==> config.mk <==
export PLATFORM = sky130hd
export DESIGN_NAME = kway_merge_min_heap_top
export DESIGN_NICKNAME = d
export VERILOG_FILES = /design/src/hw/rtl/kmh_pkg.sv /design/src/hw/rtl/kmh_ram.sv /design/src/hw/rtl/kway_merge_min_heap_top.sv
export SDC_FILE = /design/constraint.sdc
export NUM_CORES = 2
export LEC_CHECK = 0
export BUFFER_PORTS_ARGS = -buffer_cell sky130_fd_sc_hd__buf_4
export CAP_MARGIN = 20
export CORE_MARGIN = 8
export CORE_UTILIZATION = 54
export CTS_CLUSTER_SIZE = 14
export DETAILED_ROUTE_END_ITERATION = 6
export MAX_ROUTING_LAYER = met4
export PLACE_DENSITY = 0.82
export SETUP_SLACK_MARGIN = 0.02
export SKIP_CTS_REPAIR_TIMING = 1
export SYNTH_ARGS = -nofsm -noshare
export SYNTH_HDL_FRONTEND = slang
export SYNTH_SLANG_ARGS = --single-unit
==> constraint.sdc <==
create_clock -name clock -period 41.9 [get_ports clock]
set_clock_uncertainty 0.1 [all_clocks]
set_input_delay 8.38 -clock clock [delete_from_list [all_inputs] [get_ports clock]]
set_output_delay 8.38 -clock clock [all_outputs]
set_load 0.01 [all_outputs]
==> src/hw/rtl/kmh_pkg.sv <==
// shared types and constants for the k-way merge min-heap
package kmh_pkg;

   localparam int KEY_W        = 64;
   localparam int SRC_W        = 4;
   localparam int LIVE_W       = 5;
   localparam int NUM_WAYS_DEF = 16;
   localparam int KEY_BITS_DEF = 64;

   localparam logic OP_INSERT = 1'b0;
   localparam logic OP_POP    = 1'b1;

   typedef enum logic [2:0] {
      ST_IDLE,
      ST_UP_RD,
      ST_UP_CMP,
      ST_DN_RD,
      ST_DN_CMP,
      ST_DONE
   } state_type;

endpackage

==> src/hw/rtl/kmh_ram.sv <==
// generic single write port, single read port ram with registered read
module kmh_ram #(
   parameter int WIDTH = 8,
   parameter int DEPTH = 16
) (
   input  logic                     clock,
   input  logic                     wr_en,
   input  logic [$clog2(DEPTH)-1:0] wr_addr,
   input  logic [WIDTH-1:0]         wr_data,
   input  logic                     rd_en,
   input  logic [$clog2(DEPTH)-1:0] rd_addr,
   output logic [WIDTH-1:0]         rd_data
);

   logic [WIDTH-1:0] mem [DEPTH];
   logic [WIDTH-1:0] rd_data_ff;

   always_ff @(posedge clock) begin
      if (wr_en) begin
         mem[wr_addr] <= wr_data;
      end
      if (rd_en) begin
         rd_data_ff <= mem[rd_addr];
      end
   end

   assign rd_data = rd_data_ff;

endmodule

==> src/hw/rtl/kway_merge_min_heap_top.sv <==
// k-way merge min-heap top level: heap memory, sift sequencer, result register
// each level an item moves costs a read state and a compare state (UP_RD/UP_CMP or
// DN_RD/DN_CMP); a refused insert or a pop of an empty root goes straight to ST_DONE
// requests stall while the sequencer is busy, so items go through one at a time
// the result register lets a new item enter while the last result waits
// reset clears the fill and live counts and the sequencer; the heap ram is not cleared
module kway_merge_min_heap_top #(
   parameter int NUM_WAYS = kmh_pkg::NUM_WAYS_DEF,
   parameter int KEY_BITS = kmh_pkg::KEY_BITS_DEF
) (
   input  logic                       clock,
   input  logic                       reset,
   input  logic                       req_valid,
   output logic                       req_stall,
   input  logic                       req_operation,
   input  logic [kmh_pkg::KEY_W-1:0]  req_key,
   input  logic [kmh_pkg::SRC_W-1:0]  req_source,
   input  logic                       req_has_next,
   output logic                       rsp_valid,
   input  logic                       rsp_stall,
   output logic [kmh_pkg::KEY_W-1:0]  rsp_popped_key,
   output logic [kmh_pkg::SRC_W-1:0]  rsp_popped_source,
   output logic                       rsp_popped_valid,
   output logic [kmh_pkg::KEY_W-1:0]  rsp_head_key,
   output logic [kmh_pkg::SRC_W-1:0]  rsp_head_source,
   output logic                       rsp_head_valid,
   output logic [kmh_pkg::LIVE_W-1:0] rsp_live_sources
);

   import kmh_pkg::*;

   localparam int IDX_W = $clog2(NUM_WAYS);
   localparam int CNT_W = $clog2(NUM_WAYS + 1);
   localparam int CH_W  = IDX_W + 2;
   localparam int ENT_W = KEY_BITS + SRC_W + 1;
   localparam int SRC_LO = KEY_BITS;
   localparam int VLD_B  = ENT_W - 1;

   state_type state_ff, state_in;

   logic [CNT_W-1:0] fill_ff, fill_in;
   logic [CNT_W-1:0] live_ff, live_in;
   logic [IDX_W-1:0] pos_ff, pos_in;
   logic [ENT_W-1:0] cur_ff, cur_in;
   logic [ENT_W-1:0] root_ff;

   logic [KEY_BITS-1:0] pop_key_ff, pop_key_in;
   logic [SRC_W-1:0]    pop_src_ff, pop_src_in;
   logic                pop_vld_ff, pop_vld_in;

   logic                rsp_valid_ff;
   logic [KEY_W-1:0]    rsp_pkey_ff, rsp_hkey_ff;
   logic [SRC_W-1:0]    rsp_psrc_ff, rsp_hsrc_ff;
   logic                rsp_pvld_ff, rsp_hvld_ff;
   logic [LIVE_W-1:0]   rsp_live_ff;

   logic             wr_en, rd_en;
   logic [IDX_W-1:0] wr_addr, rd_addr_a, rd_addr_b;
   logic [ENT_W-1:0] wr_data, rd_a, rd_b;

   logic             req_acc, rsp_free, root_ok;
   logic [IDX_W-1:0] pos_m1, parent;
   logic [CH_W-1:0]  left, right, fill_x;
   logic             left_in, right_in;
   logic             lv, rv, pick_right, stop_dn, up_move;
   logic [ENT_W-1:0] pick_ent;
   logic [IDX_W-1:0] pick_idx;
   logic [KEY_W-1:0]       pkey_x, hkey_x;
   logic [CNT_W+LIVE_W-1:0] live_x;

   assign req_acc  = req_valid && !req_stall;
   assign req_stall = (state_ff != ST_IDLE);
   assign rsp_free = !rsp_valid_ff || !rsp_stall;
   assign root_ok  = (fill_ff != '0) && root_ff[VLD_B];

   assign pos_m1   = pos_ff - 1'b1;
   assign parent   = pos_m1 >> 1;
   assign left     = {1'b0, pos_ff, 1'b1};
   assign right    = left + 1'b1;
   assign fill_x   = CH_W'(fill_ff);
   assign left_in  = left < fill_x;
   assign right_in = right < fill_x;

   assign lv         = rd_a[VLD_B];
   assign rv         = right_in && rd_b[VLD_B];
   assign pick_right = (lv && rv) ? !(rd_a[KEY_BITS-1:0] < rd_b[KEY_BITS-1:0]) : rv;
   assign pick_ent   = pick_right ? rd_b : rd_a;
   assign pick_idx   = pick_right ? right[IDX_W-1:0] : left[IDX_W-1:0];
   assign stop_dn    = !(lv || rv) ||
                       (cur_ff[VLD_B] && (cur_ff[KEY_BITS-1:0] <= pick_ent[KEY_BITS-1:0]));
   assign up_move    = !rd_a[VLD_B] || (cur_ff[KEY_BITS-1:0] < rd_a[KEY_BITS-1:0]);

   kmh_ram #(.WIDTH(ENT_W), .DEPTH(NUM_WAYS)) u_ram_a (
      .clock   (clock),
      .wr_en   (wr_en),
      .wr_addr (wr_addr),
      .wr_data (wr_data),
      .rd_en   (rd_en),
      .rd_addr (rd_addr_a),
      .rd_data (rd_a)
   );

   kmh_ram #(.WIDTH(ENT_W), .DEPTH(NUM_WAYS)) u_ram_b (
      .clock   (clock),
      .wr_en   (wr_en),
      .wr_addr (wr_addr),
      .wr_data (wr_data),
      .rd_en   (rd_en),
      .rd_addr (rd_addr_b),
      .rd_data (rd_b)
   );

   // next state
   always_comb begin
      state_in = state_ff;
      unique case (state_ff)
         ST_IDLE: begin
            if (req_acc) begin
               if (req_operation == OP_INSERT) begin
                  state_in = (fill_ff < CNT_W'(NUM_WAYS)) ? ST_UP_RD : ST_DONE;
               end else begin
                  state_in = root_ok ? ST_DN_RD : ST_DONE;
               end
            end
         end
         ST_UP_RD:  state_in = (pos_ff == '0) ? ST_DONE : ST_UP_CMP;
         ST_UP_CMP: state_in = up_move ? ST_UP_RD : ST_DONE;
         ST_DN_RD:  state_in = left_in ? ST_DN_CMP : ST_DONE;
         ST_DN_CMP: state_in = stop_dn ? ST_DONE : ST_DN_RD;
         ST_DONE:   state_in = rsp_free ? ST_IDLE : ST_DONE;
         default:   state_in = ST_IDLE;
      endcase
   end

   // datapath and ram control
   always_comb begin
      fill_in    = fill_ff;
      live_in    = live_ff;
      pos_in     = pos_ff;
      cur_in     = cur_ff;
      pop_key_in = pop_key_ff;
      pop_src_in = pop_src_ff;
      pop_vld_in = pop_vld_ff;
      wr_en      = 1'b0;
      wr_addr    = pos_ff;
      wr_data    = cur_ff;
      rd_en      = 1'b0;
      rd_addr_a  = parent;
      rd_addr_b  = parent;
      unique case (state_ff)
         ST_IDLE: begin
            if (req_acc) begin
               pop_key_in = '0;
               pop_src_in = '0;
               pop_vld_in = 1'b0;
               pos_in     = '0;
               if (req_operation == OP_INSERT) begin
                  cur_in = {1'b1, req_source, req_key[KEY_BITS-1:0]};
                  if (fill_ff < CNT_W'(NUM_WAYS)) begin
                     pos_in  = fill_ff[IDX_W-1:0];
                     fill_in = fill_ff + 1'b1;
                     live_in = live_ff + 1'b1;
                  end
               end else if (root_ok) begin
                  pop_key_in = root_ff[KEY_BITS-1:0];
                  pop_src_in = root_ff[SRC_LO +: SRC_W];
                  pop_vld_in = 1'b1;
                  if (req_has_next) begin
                     cur_in = {1'b1, root_ff[SRC_LO +: SRC_W], req_key[KEY_BITS-1:0]};
                  end else begin
                     cur_in = {1'b0, root_ff[SRC_LO +: SRC_W], root_ff[KEY_BITS-1:0]};
                     if (live_ff != '0) begin
                        live_in = live_ff - 1'b1;
                     end
                  end
               end
            end
         end
         ST_UP_RD: begin
            if (pos_ff == '0) begin
               wr_en = 1'b1;
            end else begin
               rd_en = 1'b1;
            end
         end
         ST_UP_CMP: begin
            wr_en = 1'b1;
            if (up_move) begin
               wr_data = rd_a;
               pos_in  = parent;
            end
         end
         ST_DN_RD: begin
            rd_addr_a = left[IDX_W-1:0];
            rd_addr_b = right_in ? right[IDX_W-1:0] : left[IDX_W-1:0];
            if (left_in) begin
               rd_en = 1'b1;
            end else begin
               wr_en = 1'b1;
            end
         end
         ST_DN_CMP: begin
            wr_en = 1'b1;
            if (!stop_dn) begin
               wr_data = pick_ent;
               pos_in  = pick_idx;
            end
         end
         ST_DONE: begin
         end
         default: begin
         end
      endcase
   end

   always_comb begin
      pkey_x = '0;
      pkey_x[KEY_BITS-1:0] = pop_key_ff;
      hkey_x = '0;
      if (root_ok) begin
         hkey_x[KEY_BITS-1:0] = root_ff[KEY_BITS-1:0];
      end
      live_x = '0;
      live_x[CNT_W-1:0] = live_ff;
   end

   always_ff @(posedge clock) begin
      if (reset) begin
         state_ff     <= ST_IDLE;
         fill_ff      <= '0;
         live_ff      <= '0;
         rsp_valid_ff <= 1'b0;
      end else begin
         state_ff <= state_in;
         fill_ff  <= fill_in;
         live_ff  <= live_in;
         if (state_ff == ST_DONE && rsp_free) begin
            rsp_valid_ff <= 1'b1;
         end else if (!rsp_stall) begin
            rsp_valid_ff <= 1'b0;
         end
      end
   end

   always_ff @(posedge clock) begin
      pos_ff     <= pos_in;
      cur_ff     <= cur_in;
      pop_key_ff <= pop_key_in;
      pop_src_ff <= pop_src_in;
      pop_vld_ff <= pop_vld_in;
      // mirror of heap slot zero
      if (wr_en && wr_addr == '0) begin
         root_ff <= wr_data;
      end
      if (state_ff == ST_DONE && rsp_free) begin
         rsp_pkey_ff <= pkey_x;
         rsp_psrc_ff <= pop_src_ff;
         rsp_pvld_ff <= pop_vld_ff;
         rsp_hkey_ff <= hkey_x;
         rsp_hsrc_ff <= root_ok ? root_ff[SRC_LO +: SRC_W] : '0;
         rsp_hvld_ff <= root_ok;
         rsp_live_ff <= live_x[LIVE_W-1:0];
      end
   end

   assign rsp_valid         = rsp_valid_ff;
   assign rsp_popped_key    = rsp_pkey_ff;
   assign rsp_popped_source = rsp_psrc_ff;
   assign rsp_popped_valid  = rsp_pvld_ff;
   assign rsp_head_key      = rsp_hkey_ff;
   assign rsp_head_source   = rsp_hsrc_ff;
   assign rsp_head_valid    = rsp_hvld_ff;
   assign rsp_live_sources  = rsp_live_ff;

   a_fill_bound: assert property (@(posedge clock) disable iff (reset)
      fill_ff <= CNT_W'(NUM_WAYS))
      else $error("heap fill count beyond capacity");

   a_live_le_fill: assert property (@(posedge clock) disable iff (reset)
      live_ff <= fill_ff)
      else $error("live count exceeds fill count");

   a_rd_wr_apart: assert property (@(posedge clock) disable iff (reset)
      !(wr_en && rd_en))
      else $error("heap ram read and write in the same cycle");

   a_insert_grows: assert property (@(posedge clock) disable iff (reset)
      (req_acc && req_operation == OP_INSERT && fill_ff < CNT_W'(NUM_WAYS))
      |=> fill_ff == $past(fill_ff) + 1'b1)
      else $error("insert did not grow the heap");

   a_done_delivers: assert property (@(posedge clock) disable iff (reset)
      (state_ff == ST_DONE && rsp_free) |=> (rsp_valid_ff && state_ff == ST_IDLE))
      else $error("finished item not moved to the result register");

endmodule
==> flow_summary.toml <==
[global_route]
grt_usage = 0.2621
grt_pass1_wl_um = 291700
grt_pass1_vias = 45720
antenna_found_initial = 7
met3_usage = 0.05274
grt_max_degree = 142
met2_usage = 0.4071
grt-busiest-layer = "met2"
gr-total-overflow = 0
met1_usage = 0.3483

[synthesis]
synth_mux_area_frac = 0.2479
syn_area_um2 = 75440
synth.area.top_cells = "edfxtp_1, mux2i_1, mux4_2"
synthFlopType = "edfxtp_1"
synthAdderAreaFrac = 0.03476
yosysMostFrequentCell = "edfxtp_1"
synth_seq_cells = 1541
synth_top_family_by_area = "multiplexers"
synth_top_cell_by_area = "edfxtp_1"
synth_compound_area_frac = 0.03786
ys_warn_count = 0
synth.top_cell.area_share = 0.6078
synth-simple-area-share = 0.03760
synth_common_cells = "edfxtp_1, mux2i_1, mux4_2"
synth_nets = 5003
syn_inst = 4720
ys_seq_area_frac = 0.6115
async_reset_ff_frac = 0
syn_avg_cell_area_um2 = 15.98
synth_cell_types = 66
synth_xor_area_frac = 0.001857
synth_edf_count = 1527

[worst_setup_path]
critPathMaxStageDelay_ns = 0.77
ff2ff_path_depth = 20
critPathTopFamily = "buffers and inverters"
rr_endpoint = "u_ram_b.mem[6][66]"
cp_max_fo = 83
worstReg2RegStart = "pos_ff[0]"
cp_data_required_time_ns = 42.46
end_kind = "flop"
r2r_slack_ns = 32.17
worst_setup_path_start_kind = "input port"
crit_start = "req_operation"
worstPathCellList = "buf_4 -> nand2b_4 -> buf_4 -> a21oi_1 -> o21a_1 -> mux2i_1 -> nor2_1"
cpMaxStageDelayCell = "buf_4"
cp_common_cell = "buf_4"
crit_buf_inv = 2
critPathKind = "input port to flop"
arrival_ns = 11.11

[sta]
period_share = 0.2520
slew_violations = 0
fmax_mhz = 94.71
tightest_slew_ns = 1.164
setup_viol = 0
finalHoldViolations = 0
maxSlewHeadroom = 0.2241
fin_setup_tns_ns = 0
worst_slack_ns = 31.34
rsz0062_at_grt = "no"
finalCriticalPeriod_ns = 10.56

[min_path]
hold_class = "flop to flop"
hold_end = "rsp_popped_key[18]"
worstHoldStart = "pkey_x[18]"
min_path_cells = 0

[die]
die_w_um = 389.8
die_area_um2 = 151900
start_util = 0.5427
ios = 219
fp.dieH_um = 389.8
coreArea_um2 = 139000
rows = 137

[pwr]
pwr-share-comb = 0.506
p_clk_frac = 0.181
p_int_mw = 4.617
p_switching_mw = 2.903
switching_share = 0.3860
p_per_area_nw_per_um2 = 89.15
report.power.total_mw = 7.519
ir_drop_uv = 161.3
pwr-share-seq = 0.313
power.leakage_nw = 31.49

[place]
pre_cts_ws_ns = 30.59
postPlaceCellArea_um2 = 79100
io_buffer_count = 218
hpwl_um = 115700
gp_congestion = 0.8618

[clock_tree]
clockBufferDepth = 3
cts_htree_levels = 4
clk_pin_slew_ns = 0.06
cts_root_buf = "clkbuf_16"
clock_sinks = 1541
numCtsBuffers = 156
cts_tree = "done"
clk_latency_ns = 0.80

[routing]
first_iter_violations = 5371
wl_per_cell_um = 28.71
via_count = 45540
firstDrtPassIters = 5
drt_wl_total_um = 198900
via_per_inst = 6.572
drcViolationCount = 0
ant_nets = 0

[outcome]
status = "completed"

[final_layout]
final_area_um2 = 84350
drive_gt1_frac = 0.1911
nets = 5210
syn2layout_area_growth_pct = 11.80

[run]
cap_violations = 0
## power groups by stage
stage | Sequential, mW | Combinational [mW] | Clock, mW
2_1_floorplan | 2.35 | 2.84 | 0
3_3_place_gp | 2.37 | 3.62 | 0
3_5_place_dp | 2.38 | 3.71 | 0
4_1_cts | 2.35 | 3.74 | 1.38
5_1_grt | 2.37 | 4.05 | 1.44
6_report | 2.35 | 3.80 | 1.36
## cell families after synthesis
kind of cell / Yosys count
AO/OA/AOI/OAI: 413
XOR/XNOR: 16
multiplexers: 1516
adder cells (fa/ha/maj): 209
AND/OR/NAND/NOR: 516
flip-flops: 1541
buffers and inverters: 509
## final cells by class
cell class / count / area [um2]
timing repair buffer: 337 / 2650
tap: 1876 / 2347
clock buffer: 186 / 4038
antenna: 3 / 7.507
inverter: 221 / 832.0
clock inverter: 95 / 879.6
multi-input combinational: 2670 / 27460
fill: 9780 / 54670
sequential: 1541 / 46130
## worst max path at each step
stage	endpoint	cells after the start
6_report	live_ff[3]	7
5_1_grt	live_ff[4]	8
4_1_cts	live_ff[3]	7
3_5_place_dp	live_ff[4]	8
3_3_place_gp	live_ff[4]	8
2_1_floorplan	rsp_head_key[0]	1
## metrics by stage
stage / util / hold slack (ns) / std cells
floorplan: - / 0.3003 / 4720
detailed placement: 0.5690 / 0.3045 / 6606
CTS: 0.6043 / 0.3008 / 6887
global placement: 0.5689 / 0.3013 / 6606
global route: 0.6067 / 0.3074 / 6927
finish: 0.6067 / 0.3113 / 6929
## layout by cell type, fill, tap and decap left out, types with 75 or more instances in the layout
cell type  count
inv_1        220
buf_4        328
mux4_2       275
a211oi_1      76
nand3_1       86
edfxtp_1    1527
clkbuf_16    157
ha_1         208
a21oi_1      156
mux2i_1     1173
nand2_1       75
## per-layer routing
layer	vias to the layer above	routed length, um
met5	-	0
met4	0	7093
met3	485	22400
met2	2728	93290
met1	23160	76120
li1	19160	-
## sequential cells by signal (all words and copies together), names as in the netlist, 3 cells and up
| register | cells |
|---|---|
| cur_ff | 69 |
| fill_ff | 5 |
| live_ff | 5 |
| pkey_x | 64 |
| pop_src_ff | 4 |
| pos_ff | 4 |
| rsp_head_key | 64 |
| rsp_head_source | 4 |
| rsp_live_sources | 5 |
| rsp_popped_key | 64 |
| rsp_popped_source | 4 |
| state_ff | 3 |
| u_ram_a.mem | 69 |
| u_ram_a.rd_data | 69 |
| u_ram_b.mem | 1035 |
| u_ram_b.rd_data | 69 |
## worst register-to-register path, delay by kind of cell (launching register included)
family,cells,cell delay (ns)
buffers and inverters,3,1.80
flip-flops,1,0.54
adder cells (fa/ha/maj),3,1.11
AND/OR/NAND/NOR,7,3.14
multiplexers,1,0.29
AO/OA/AOI/OAI,6,2.28
No activity file was read; power rests on OpenSTA's default activity.
